--- config.mk ---
export PLATFORM = sky130hd
export DESIGN_NAME = bmp_stream_pixel_deframer
export DESIGN_NICKNAME = d
export VERILOG_FILES = /design/src/bmpd_pkg.sv /design/src/bmpd_fifo.sv /design/src/bmpd_front.sv /design/src/bmpd_back.sv /design/src/bmp_stream_pixel_deframer.sv
export SDC_FILE = /design/constraint.sdc
export NUM_CORES = 2
export LEC_CHECK = 0
export BUFFER_PORTS_ARGS = -buffer_cell sky130_fd_sc_hd__buf_2
export CAP_MARGIN = 25
export CORE_ASPECT_RATIO = 1.4
export CORE_MARGIN = 8
export CORE_UTILIZATION = 40
export DETAILED_ROUTE_END_ITERATION = 10
export SLEW_MARGIN = 40
export SYNTH_ARGS = -nofsm -noshare
export SYNTH_HDL_FRONTEND = slang
export SYNTH_HIERARCHICAL = 1
export SYNTH_SLANG_ARGS = --single-unit
--- constraint.sdc ---
create_clock -name clk -period 5.6 [get_ports clk]
set_clock_uncertainty 0.05 [all_clocks]
set_input_delay 1.4 -clock clk [delete_from_list [all_inputs] [get_ports clk]]
set_output_delay 1.4 -clock clk [all_outputs]
set_load 0.01 [all_outputs]
--- src/bmpd_pkg.sv ---
// Package with item types, field codes and status codes for the BMP pixel deframer.
`timescale 1ns / 1ps

package bmpd_pkg;

  localparam logic [31:0] HDR_TOTAL = 32'd54;

  // Header field selects
  localparam logic [2:0] FLD_NONE   = 3'd0;
  localparam logic [2:0] FLD_OFFSET = 3'd1;
  localparam logic [2:0] FLD_WIDTH  = 3'd2;
  localparam logic [2:0] FLD_HEIGHT = 3'd3;
  localparam logic [2:0] FLD_DEPTH  = 3'd4;

  // Final status codes
  localparam logic [2:0] ST_OK       = 3'd0;
  localparam logic [2:0] ST_SHORT    = 3'd1;
  localparam logic [2:0] ST_DEPTH    = 3'd2;
  localparam logic [2:0] ST_DIMS     = 3'd3;
  localparam logic [2:0] ST_OFFSET   = 3'd4;
  localparam logic [2:0] ST_MISMATCH = 3'd5;

  typedef struct packed {
    logic [7:0] in_byte;
    logic       is_last;
  } in_t;

  typedef struct packed {
    logic        pixel_valid;
    logic [7:0]  red;
    logic [7:0]  green;
    logic [7:0]  blue;
    logic [7:0]  alpha;
    logic        has_alpha;
    logic        is_final;
    logic [2:0]  status;
    logic [12:0] image_width;
    logic [12:0] image_height;
  } out_t;

  // Classification of one byte, made from its file position
  typedef struct packed {
    logic [2:0] fld;
    logic [1:0] lane;
    logic       hdr_check;
    logic       in_data;
    logic       step_mul;
    logic       step_scale;
    logic       step_sum;
    logic       short_file;
    logic       pos_max;
  } cls_t;

  typedef struct packed {
    in_t         item;
    logic [31:0] pos;
    cls_t        cls;
  } q_t;

endpackage

--- src/bmpd_fifo.sv ---
// Small register FIFO used between the front and back parts and at the result side.
`timescale 1ns / 1ps

module bmpd_fifo #(
  parameter int W     = 8,
  parameter int DEPTH = 2
) (
  input  logic         clk,
  input  logic         rst,
  input  logic         push,
  input  logic [W-1:0] wdata,
  output logic         full,
  input  logic         pop,
  output logic [W-1:0] rdata,
  output logic         empty
);

  localparam int AW = (DEPTH > 1) ? $clog2(DEPTH) : 1;
  localparam int CW = $clog2(DEPTH + 1);

  logic [W-1:0]  mem [DEPTH];
  logic [AW-1:0] wr_ptr;
  logic [AW-1:0] rd_ptr;
  logic [CW-1:0] count;
  logic          do_push;
  logic          do_pop;

  assign full    = (count == CW'(DEPTH));
  assign empty   = (count == '0);
  assign do_push = push && !full;
  assign do_pop  = pop && !empty;
  assign rdata   = mem[rd_ptr];

  always_ff @(posedge clk) begin
    if (rst) begin
      wr_ptr <= '0;
      rd_ptr <= '0;
      count  <= '0;
    end else begin
      if (do_push) begin
        wr_ptr <= (wr_ptr == AW'(DEPTH - 1)) ? '0 : wr_ptr + 1'b1;
      end
      if (do_pop) begin
        rd_ptr <= (rd_ptr == AW'(DEPTH - 1)) ? '0 : rd_ptr + 1'b1;
      end
      if (do_push && !do_pop) begin
        count <= count + 1'b1;
      end else if (do_pop && !do_push) begin
        count <= count - 1'b1;
      end
    end
  end

  always_ff @(posedge clk) begin
    if (do_push) begin
      mem[wr_ptr] <= wdata;
    end
  end

endmodule

--- src/bmpd_front.sv ---
// Front part: counts file bytes and tags each item with its header role.
`timescale 1ns / 1ps

module bmpd_front (
  input  logic          clk,
  input  logic          rst,
  input  logic          push,
  input  bmpd_pkg::in_t din,
  input  logic          q_full,
  output logic          q_push,
  output bmpd_pkg::q_t  q_data
);
  import bmpd_pkg::*;

  logic [31:0] pos;
  logic [31:0] pos_next;
  logic        accept;
  cls_t        cls;

  assign accept = push && !q_full;
  assign q_push = accept;

  always_comb begin
    cls      = '0;
    cls.fld  = FLD_NONE;
    cls.lane = pos[1:0] - 2'd2;
    if (pos inside {[32'd10:32'd13]}) begin
      cls.fld = FLD_OFFSET;
    end else if (pos inside {[32'd18:32'd21]}) begin
      cls.fld = FLD_WIDTH;
    end else if (pos inside {[32'd22:32'd25]}) begin
      cls.fld = FLD_HEIGHT;
    end else if (pos inside {32'd28, 32'd29}) begin
      cls.fld  = FLD_DEPTH;
      cls.lane = pos[1:0];
    end
    cls.hdr_check  = (pos == HDR_TOTAL - 32'd1);
    cls.in_data    = (pos >= HDR_TOTAL);
    // product of the sizes is built over three bytes after the header fields settle
    cls.step_mul   = (pos == 32'd30);
    cls.step_scale = (pos == 32'd31);
    cls.step_sum   = (pos == 32'd32);
    cls.short_file = (pos < HDR_TOTAL);
    cls.pos_max    = (pos == 32'hFFFF_FFFF);
  end

  assign q_data.item = din;
  assign q_data.pos  = pos;
  assign q_data.cls  = cls;

  always_comb begin
    pos_next = pos;
    if (accept) begin
      if (din.is_last) begin
        pos_next = '0;
      end else if (pos != 32'hFFFF_FFFF) begin
        pos_next = pos + 32'd1;
      end
    end
  end

  always_ff @(posedge clk) begin
    if (rst) begin
      pos <= '0;
    end else begin
      pos <= pos_next;
    end
  end

endmodule

--- src/bmpd_back.sv ---
// Back part: captures header fields, assembles pixels and forms the final status.
`timescale 1ns / 1ps

module bmpd_back #(
  parameter int MAX_DIM = 4096
) (
  input  logic           clk,
  input  logic           rst,
  input  logic           q_empty,
  input  bmpd_pkg::q_t   q_data,
  output logic           q_pop,
  input  logic           o_full,
  output logic           o_push,
  output bmpd_pkg::out_t o_data
);
  import bmpd_pkg::*;

  logic [31:0] data_offset, data_offset_next;
  logic [31:0] hw, hw_next;
  logic [31:0] hh, hh_next;
  logic [15:0] bit_depth, bit_depth_next;
  logic [23:0] chbuf, chbuf_next;
  logic [1:0]  chidx, chidx_next;
  logic [12:0] col, col_next;
  logic [12:0] row, row_next;
  logic [2:0]  err, err_next;
  logic [25:0] prod, prod_next;
  logic [27:0] prod_g, prod_g_next;
  logic [33:0] expected, expected_next;

  logic        go;
  logic [7:0]  b;
  logic        last;
  logic        pix;
  logic        ds4;
  logic        dims_now;
  logic        dims_out;
  logic [12:0] col_inc;
  logic [32:0] fsize;
  logic [2:0]  status;

  assign go    = !q_empty && !o_full;
  assign q_pop = go;
  assign b     = q_data.item.in_byte;
  assign last  = q_data.item.is_last;
  assign fsize = {1'b0, q_data.pos} + 33'd1;

  always_comb begin
    data_offset_next = data_offset;
    hw_next          = hw;
    hh_next          = hh;
    bit_depth_next   = bit_depth;
    chbuf_next       = chbuf;
    chidx_next       = chidx;
    col_next         = col;
    row_next         = row;
    err_next         = err;
    prod_next        = prod;
    prod_g_next      = prod_g;
    expected_next    = expected;
    pix              = 1'b0;
    o_data           = '0;
    status           = ST_OK;
    col_inc          = col + 13'd1;
    ds4              = (bit_depth == 16'd32);
    dims_now         = (hw <= 32'(MAX_DIM)) && (hh <= 32'(MAX_DIM));

    case (q_data.cls.fld)
      FLD_OFFSET: data_offset_next[q_data.cls.lane*8 +: 8] = data_offset[q_data.cls.lane*8 +: 8] | b;
      FLD_WIDTH:  hw_next[q_data.cls.lane*8 +: 8] = hw[q_data.cls.lane*8 +: 8] | b;
      FLD_HEIGHT: hh_next[q_data.cls.lane*8 +: 8] = hh[q_data.cls.lane*8 +: 8] | b;
      FLD_DEPTH:  bit_depth_next[q_data.cls.lane[0]*8 +: 8] =
                    bit_depth[q_data.cls.lane[0]*8 +: 8] | b;
      default: ;
    endcase

    if (q_data.cls.step_mul) begin
      prod_next = hw[12:0] * hh[12:0];
    end
    if (q_data.cls.step_scale) begin
      prod_g_next = ds4 ? {prod, 2'b00} : ({2'b00, prod} + {1'b0, prod, 1'b0});
    end
    if (q_data.cls.step_sum) begin
      expected_next = {2'b00, data_offset} + {6'd0, prod_g};
    end

    if (q_data.cls.hdr_check) begin
      if (bit_depth != 16'd24 && bit_depth != 16'd32) begin
        err_next = ST_DEPTH;
      end else if (!dims_now) begin
        err_next = ST_DIMS;
      end else if (data_offset < HDR_TOTAL) begin
        err_next = ST_OFFSET;
      end else begin
        err_next = ST_OK;
      end
    end else if (q_data.cls.in_data && err == ST_OK && q_data.pos >= data_offset &&
                 hw != 32'd0 && {19'd0, row} < hh) begin
      if (chidx == (ds4 ? 2'd3 : 2'd2)) begin
        pix              = 1'b1;
        o_data.blue      = chbuf[7:0];
        o_data.green     = chbuf[15:8];
        o_data.red       = ds4 ? chbuf[23:16] : b;
        o_data.alpha     = ds4 ? b : 8'd0;
        chbuf_next       = '0;
        chidx_next       = '0;
        // advance to the next row once the column count reaches the width
        if (col_inc >= hw[12:0]) begin
          col_next = '0;
          row_next = row + 13'd1;
        end else begin
          col_next = col_inc;
        end
      end else begin
        case (chidx)
          2'd0:    chbuf_next[7:0]   = chbuf[7:0] | b;
          2'd1:    chbuf_next[15:8]  = chbuf[15:8] | b;
          2'd2:    chbuf_next[23:16] = chbuf[23:16] | b;
          default: ;
        endcase
        chidx_next = chidx + 2'd1;
      end
    end

    if (q_data.cls.short_file) begin
      status = ST_SHORT;
    end else if (err_next != ST_OK) begin
      status = err_next;
    end else if (q_data.cls.pos_max || {1'b0, fsize} != expected) begin
      status = ST_MISMATCH;
    end

    dims_out            = (hw_next <= 32'(MAX_DIM)) && (hh_next <= 32'(MAX_DIM));
    o_data.pixel_valid  = pix;
    o_data.has_alpha    = (bit_depth_next == 16'd32);
    o_data.is_final     = last;
    o_data.status       = last ? status : ST_OK;
    o_data.image_width  = dims_out ? hw_next[12:0] : 13'd0;
    o_data.image_height = dims_out ? hh_next[12:0] : 13'd0;

    // drop all file state after the last byte
    if (last) begin
      data_offset_next = '0;
      hw_next          = '0;
      hh_next          = '0;
      bit_depth_next   = '0;
      chbuf_next       = '0;
      chidx_next       = '0;
      col_next         = '0;
      row_next         = '0;
      err_next         = ST_OK;
      prod_next        = '0;
      prod_g_next      = '0;
      expected_next    = '0;
    end
  end

  assign o_push = go && (pix || last);

  always_ff @(posedge clk) begin
    if (rst) begin
      data_offset <= '0;
      hw          <= '0;
      hh          <= '0;
      bit_depth   <= '0;
      chbuf       <= '0;
      chidx       <= '0;
      col         <= '0;
      row         <= '0;
      err         <= ST_OK;
      prod        <= '0;
      prod_g      <= '0;
      expected    <= '0;
    end else if (go) begin
      data_offset <= data_offset_next;
      hw          <= hw_next;
      hh          <= hh_next;
      bit_depth   <= bit_depth_next;
      chbuf       <= chbuf_next;
      chidx       <= chidx_next;
      col         <= col_next;
      row         <= row_next;
      err         <= err_next;
      prod        <= prod_next;
      prod_g      <= prod_g_next;
      expected    <= expected_next;
    end
  end

endmodule

--- src/bmp_stream_pixel_deframer.sv ---
// Top level of the BMP stream pixel deframer.
//
// Feed a 24- or 32-bit uncompressed BMP file one byte per item on din, with
// is_last set on the final byte. Push an item while full is low. Results come
// out as a queue: while empty is low, dout holds the oldest result; pop it.
// A result appears for each completed pixel and one for the last byte, which
// carries is_final and the file status. Pixels come before the status; drop
// them if the status is not ok.
// A byte taken at an edge is registered in the front-to-back queue; the back
// part reads it there and registers its result in the result queue, where it
// can be popped. Throughput: one byte per cycle while the result queue is not
// full, set by the back part, which handles one queued byte per cycle; the
// product of width, height and pixel size is built over bytes 30 to 32 so no
// wide arithmetic sits on the byte path. Reset clears all state; the block
// also returns to that state after every last byte, ready for the next file.
// When pop stays low, the result queue and then the inner queue fill (two
// items each) and full rises.
`timescale 1ns / 1ps

module bmp_stream_pixel_deframer #(
  parameter int MAX_DIM = 4096
) (
  input  logic           clk,
  input  logic           rst,
  input  logic           push,
  output logic           full,
  input  bmpd_pkg::in_t  din,
  input  logic           pop,
  output logic           empty,
  output bmpd_pkg::out_t dout
);
  import bmpd_pkg::*;

  q_t   fq_wdata;
  q_t   fq_rdata;
  logic fq_push;
  logic fq_full;
  logic fq_pop;
  logic fq_empty;
  out_t rq_wdata;
  logic rq_push;
  logic rq_full;

  assign full = fq_full;

  bmpd_front u_front (
    .clk    (clk),
    .rst    (rst),
    .push   (push),
    .din    (din),
    .q_full (fq_full),
    .q_push (fq_push),
    .q_data (fq_wdata)
  );

  bmpd_fifo #(
    .W     ($bits(q_t)),
    .DEPTH (2)
  ) u_mid_q (
    .clk   (clk),
    .rst   (rst),
    .push  (fq_push),
    .wdata (fq_wdata),
    .full  (fq_full),
    .pop   (fq_pop),
    .rdata (fq_rdata),
    .empty (fq_empty)
  );

  bmpd_back #(
    .MAX_DIM (MAX_DIM)
  ) u_back (
    .clk     (clk),
    .rst     (rst),
    .q_empty (fq_empty),
    .q_data  (fq_rdata),
    .q_pop   (fq_pop),
    .o_full  (rq_full),
    .o_push  (rq_push),
    .o_data  (rq_wdata)
  );

  bmpd_fifo #(
    .W     ($bits(out_t)),
    .DEPTH (2)
  ) u_res_q (
    .clk   (clk),
    .rst   (rst),
    .push  (rq_push),
    .wdata (rq_wdata),
    .full  (rq_full),
    .pop   (pop),
    .rdata (dout),
    .empty (empty)
  );

endmodule

# After elaboration in Yosys (flattened, before gate mapping)
# Memory sizes are Yosys's and may differ from the RTL's. A register that Yosys moved wholly into a read port is not among the register bits.
# Cells that the tools add are included.
# totals
ff_bits	295
mem_bits_rw	234
in_bits	13
output_inout_bits	66
wordCells	245
memories	2
# classes
add_sub_neg	18
n_mul	1
magnitude_cmp	16
n_eq_ne	23
n_shift	10
muxes	85
bitwise	7
reduce_logical	62
# memory_table
memory	words	width	rd	rd_clocked_by_memory_dff	wr	line_no	text
u_res_q.mem	2	64	1	1	1	bmpd_fifo.sv:21	logic [W-1:0] mem [DEPTH];
u_mid_q.mem	2	53	1	1	1	bmpd_fifo.sv:21	
# ops
op	count
32-bit two-way mux	11
13-bit two-way mux	12
32-bit by 5-bit equality test with 1-bit output, second input constant	4
32-bit by 13-bit <= comparator with 1-bit output, second input constant	4
8-bit by 34-bit indexed part select with 32-bit output	3
32-bit bitwise mux	3
24-bit two-way mux	4
32-bit by 6-bit indexed part select with 8-bit output	3
28-bit two-way mux	3
34-bit two-way mux	2
32-bit by 6-bit equality test with 1-bit output, second input constant	2
32-bit by 5-bit >= comparator with 1-bit output, second input constant	2
32-bit by 5-bit <= comparator with 1-bit output, second input constant	2
32-bit by 6-bit < comparator with 1-bit output, second input constant	2
8-bit OR	7
26-bit two-way mux	2
8-bit two-way mux	5
3-bit two-way mux	12
33-bit by 34-bit inequality test with 1-bit output	1
4-bit negator with 34-bit output	1
5-bit negator with 34-bit output	1
8-bit by 34-bit variable shift with 16-bit output, first input constant	1
8-bit by 34-bit variable shift with 32-bit output, first input constant	1
8-bit by 34-bit indexed part select with 16-bit output	1
other kinds (46)	133

# Longest topological paths before layout
# depth
word_depth	14
mapped_depth	22
depth_no_buf	21

# Modules after synthesis
# Netlist, hierarchy kept.
# modules_own_cells
module	n_inst	cells_each	area_per_inst_um2	seq_area_each_um2
bmpd_back	1	2816	22347.7	5084.9
bmpd_fifo at u_res_q	1	224	4832.1	3943.8
bmpd_fifo at u_mid_q	1	190	4037.6	3283.1
bmpd_front	1	260	2070.7	640.6

# Worst setup path before layout
# No wires, ideal clock.
# synth_path
kind	register -> register
startpoint	reg u_back.hw[4]
endpoint	reg u_back.prod[25]
setup_time_ns	0.117
t_arrival_ns	5.612
required_time_ns	5.433
setup_slack_ns	-0.178
stages_incl_launch_ff	23
path_buffers	1
period_less_slack_ns	5.778
cell_sequence	dfxtp_1 -> clkbuf_1 -> clkinv_1 -> nor2_1 -> fa_1 -> inv_1 -> fa_1 -> inv_1 -> fa_1 -> fa_1 -> inv_1 -> fa_1 -> inv_1 -> ha_1 -> and2_1 -> a221oi_1 -> a21boi_0 -> a41o_1 -> a21boi_0 -> o2111ai_1 -> o31ai_1 -> xnor2_1 -> a22o_1
# synth_between
elab_chain_len	3
# synth_lines
element	line_no	text
from (decl)	bmpd_back.sv:19	logic [31:0] hw, hw_next;
from (signal assigned)	bmpd_back.sv:176	hw <= hw_next;
13-bit by 13-bit multiplier with 26-bit output	bmpd_back.sv:78	prod_next = hw[12:0] * hh[12:0];
26-bit two-way mux	bmpd_back.sv:77	if (q_data.cls.step_mul) begin
26-bit two-way mux	bmpd_back.sv:142	if (last) begin
to (signal assigned)	bmpd_back.sv:184	prod <= prod_next;
to (decl)	bmpd_back.sv:27	logic [25:0] prod, prod_next;
# No other way between the ends. The select of a mux whose other input is x is not followed.
# A chain may end at the register's enable or synchronous reset.

# Final worst setup path
# layout_path
startpoint	reg u_back.hw[7]
endpoint	reg u_back.prod[25]
# The elaborated chain is that of the path after synthesis.

==> results.rst <==
.. list-table::
   :header-rows: 1

   * - Metric
     - Value
   * - Number of warnings issued by yosys
     - 6
   * - Synth async-reset ratio
     - 0%
   * - Number of clock sinks seen by CTS
     - 530
   * - Wirelength per Cell
     - 21.3 microns
   * - Final critical path time including I/O delays and setup
     - 5.42 ns
   * - Least-Margin Pin Slew
     - 0.828 ns
   * - Antenna Nets Post-Route
     - 0
   * - Final WS setup
     - 0.177 ns
   * - Total Negative Setup Slacks
     - 0 ns
   * - Clock group share of total power
     - 31.3%
   * - Critical path fanouts, max
     - 3
   * - Post-synthesis instance area
     - 0.0333 sq mm
   * - Syn avg cell area
     - 9.54 sq um
   * - Ranking of synthesized cells by area
     - edfxtp_1 21%, dfxtp_1 18%, ha_1 7.4%, fa_1 7.4%, nor2_1 4.6%
   * - Clock Tree Root
     - clkbuf_16
   * - Number of instances in the synthesized netlist
     - 3490
   * - Vias in the first global route
     - 27100
   * - Ys flop type
     - dfxtp_1
   * - Diodes inserted
     - 0
   * - Reported leakage power
     - 0.0154 uW
   * - Gr ovfl total
     - 0
   * - Drt total wl
     - 102 mm
   * - Post-route design area
     - 0.0381 sq mm
   * - Most prevalent standard cell on the critical path
     - fa_1
   * - Share of total power consumed by net switching
     - 35.5%
   * - Cell type contributing the most total cell area after synthesis
     - edfxtp_1
   * - Total of hold buffers inserted after clock tree synthesis
     - 0
   * - Max Root-Sink Buffers
     - 3
   * - First-pass GRT wire length
     - 158 mm
   * - Drt first-iter violations
     - 1850
   * - Switching power
     - 4520 uW
   * - Critical path required time
     - 6.07 ns
   * - Utilization after layout
     - 46.1%
   * - Number of iterations in the first detailed-routing pass
     - 8
   * - Max Clk Rate
     - 184 MHz
   * - Core ar.
     - 0.0827 sq mm
   * - IO Count
     - 79
   * - Clock slew at the register clock pins of the worst setup and hold paths
     - 0.06 ns
   * - Highest cell delay on the worst timing path
     - 0.57 ns
   * - DP Worst Slack
     - -0.188 ns
   * - NumNets Final
     - 3984
   * - Die area
     - 0.0928 sq mm
   * - Most common cell after layout, fill and taps aside
     - nor2_1
   * - Total global-route track usage
     - 21.6%
   * - DRC
     - 0
   * - Hold Vio Cnt, Final
     - 0
   * - CTS tree
     - yes
   * - Final-report setup violation count
     - 0
   * - Via density per instance
     - 5.61
   * - DR vias
     - 26800
   * - Critical path, cell by cell
     - buf_4 > nand2_1 > fa_1 > fa_1 > fa_1 > inv_2 > fa_1 > inv_1 > fa_1 > inv_1 > ha_1 > and2_4 > a221oi_4 > a21boi_1 > a41o_1 > a21boi_4 > o2111ai_2 > o31ai_2 > xnor2_1 > a22o_1
   * - Final max-slew violation count
     - 0
   * - Antenna violations before repair
     - 1
   * - Max Cap Violations
     - 0
   * - Flip-flop and latch count after synthesis
     - 530
   * - Number of nets produced by synthesis
     - 3824
   * - Skew-Pair Late Insertion Delay
     - 0.65 ns
   * - Area Growth Syn to Fin
     - 14.5%
   * - Data arrival time of the worst path
     - 5.90 ns
   * - Largest net degree at the start of global routing
     - 110
   * - Commonest non-fill, non-tap cells in the layout
     - 401 x nor2_1, 286 x nand2_1, 275 x dfxtp_1
   * - Layout cells sized above 1
     - 17.6%
   * - Normalized max-slew margin
     - 44.8%
   * - Worst setup path category
     - reg -> reg
   * - Portion of synthesized cell area occupied by the leading cell type
     - 21.1%
   * - Combinational group share of total power
     - 31.8%
   * - Total clock buffers created by CTS
     - 54
   * - Min-Delay Path Class
     - reg -> reg
   * - DPL Wire Length
     - 77.0 mm
   * - Cell with the largest stage delay on the worst path
     - fa_1
   * - Portion of the post-synthesis area used by sequential elements
     - 38.9%
   * - Initial core utilization
     - 40.2%
   * - Placed Instance Area
     - 0.0358 sq mm
   * - Worst-case vdd ir drop
     - 283 uV
   * - Port buffer count
     - 78
   * - Worst Setup Start Kind
     - register
   * - Outcome
     - complete, no violations
   * - Fraction of the cycle the final worst path needs
     - 96.8%
   * - Unique cell type count in the Yosys netlist
     - 96
   * - Number of enable-type register cells in the synthesized netlist
     - 234
   * - Depth of the CTS H-tree
     - 2
   * - Row count
     - 125
   * - Height of the die
     - 357 microns
   * - PD cells
     - 334 mW/mm^2
   * - Internal power contribution
     - 8200 uW
   * - Seq pwr share
     - 36.9%
   * - Die Span X
     - 260 microns
   * - Worst Setup End Kind
     - register
   * - Final RePlAce weighted congestion
     - 0.951
[logic make-up after synthesis]
logic type / Yosys count / share of synthesized area (%)
fa+ha+maj: 321 / 14.8
mux: 157 / 6.09
xor+xnor: 122 / 3.21
simple gates: 1183 / 17.2
flops: 530 / 38.9
compound gates: 717 / 14.2
buf+inv: 460 / 5.63
[state kept, by name (all words and copies together) (netlist names), 26 cells and up, named ones only]
name                count
u_back/data_offset     32
u_back/expected        33
u_back/prod            26
u_back/hw              32
u_front/pos            32
u_mid_q/mem           106
u_res_q/mem           128
u_back/hh              32
u_back/prod_g          28
[power groups by stage]
stage	Clock [uW]	Sequential (uW)	Combinational, uW
4_1_cts	4050	4690	4050
6_report	3980	4690	4050
2_1_floorplan	0	4690	2690
5_1_grt	4210	4730	4360
3_5_place_dp	0	4770	4020
3_3_place_gp	0	4750	3940
[per-stage QoR]
step,cells,total power (uW),hold slack (ns)
6_report,4774,12700,0.413
5_1_grt,4774,13300,0.427
4_1_cts,4767,12800,0.414
3_5_place_dp,4666,8790,0.396
3_3_place_gp,4663,8700,0.389
2_1_floorplan,3490,7380,0.370
[worst max-delay path: cells and delay by family, from the launching register on]
family / cells / cell delay (ns)
adders and majority gates: 6 / 2.95
AOI/OAI and AO/OA: 7 / 1.35
DFF: 1 / 0.38
buffers and inverters: 4 / 0.29
and+or+nand+nor: 2 / 0.21
xor gates and xnor gates: 1 / 0.10
[Yosys cell counts, drive strengths merged, types with 57 or more instances]
| master | n |
|---|---|
| a21o | 57 |
| dfxtp | 296 |
| edfxtp | 234 |
| clkbuf | 123 |
| xnor2 | 78 |
| ha | 198 |
| a22oi | 131 |
| nand3 | 64 |
| mux2 | 120 |
| nand2 | 286 |
| o21ai | 147 |
| nor2 | 417 |
| and2 | 77 |
| inv | 282 |
| nor4 | 58 |
| a21oi | 191 |
| fa | 123 |
[what timing repair did]
action,4_1_cts,5_1_grt
endpoints found under the setup margin,5,9
pin swaps,2,39
resized for setup,10,71
setup buffers,0,6
[metal layers]
| layer | global-route usage [%] | vias to the layer above | share of wire (%) |
|---|---|---|---|
| li1 | - | 12700 | - |
| met1 | 23.8 | 13000 | 37 |
| met2 | 39.0 | 806 | 51 |
| met3 | 2.62 | 294 | 4.4 |
| met4 | 13.4 | 0 | 7.1 |
| met5 | 0 | - | 0 |
[cell type report]
type                    instances  area (sq um)
clock buffers                  61          1400
fillers                      7909         44600
repair buffers                276          1990
inverters                     288          1090
clock inverters                40           566
multi-input cells            2500         18700
flip-flops and latches        530         13000
well taps                    1079          1350
[final timing paths]
path                                        to  slack, ns  depth (start not counted)                          from
setup / recovery  u_back/prod[25]$_SDFFE_PP0P_       0.18                         20     u_back/hw[7]$_SDFFE_PP0P_
hold / removal    u_back/chbuf[6]$_SDFFE_PP0P_       0.41                          2  u_back/chbuf[6]$_SDFFE_PP0P_
setup reg to reg  u_back/prod[25]$_SDFFE_PP0P_       0.18                         20     u_back/hw[7]$_SDFFE_PP0P_
hold reg to reg   u_back/chbuf[6]$_SDFFE_PP0P_       0.41                          2  u_back/chbuf[6]$_SDFFE_PP0P_
Power figures use the tool's default switching activity.
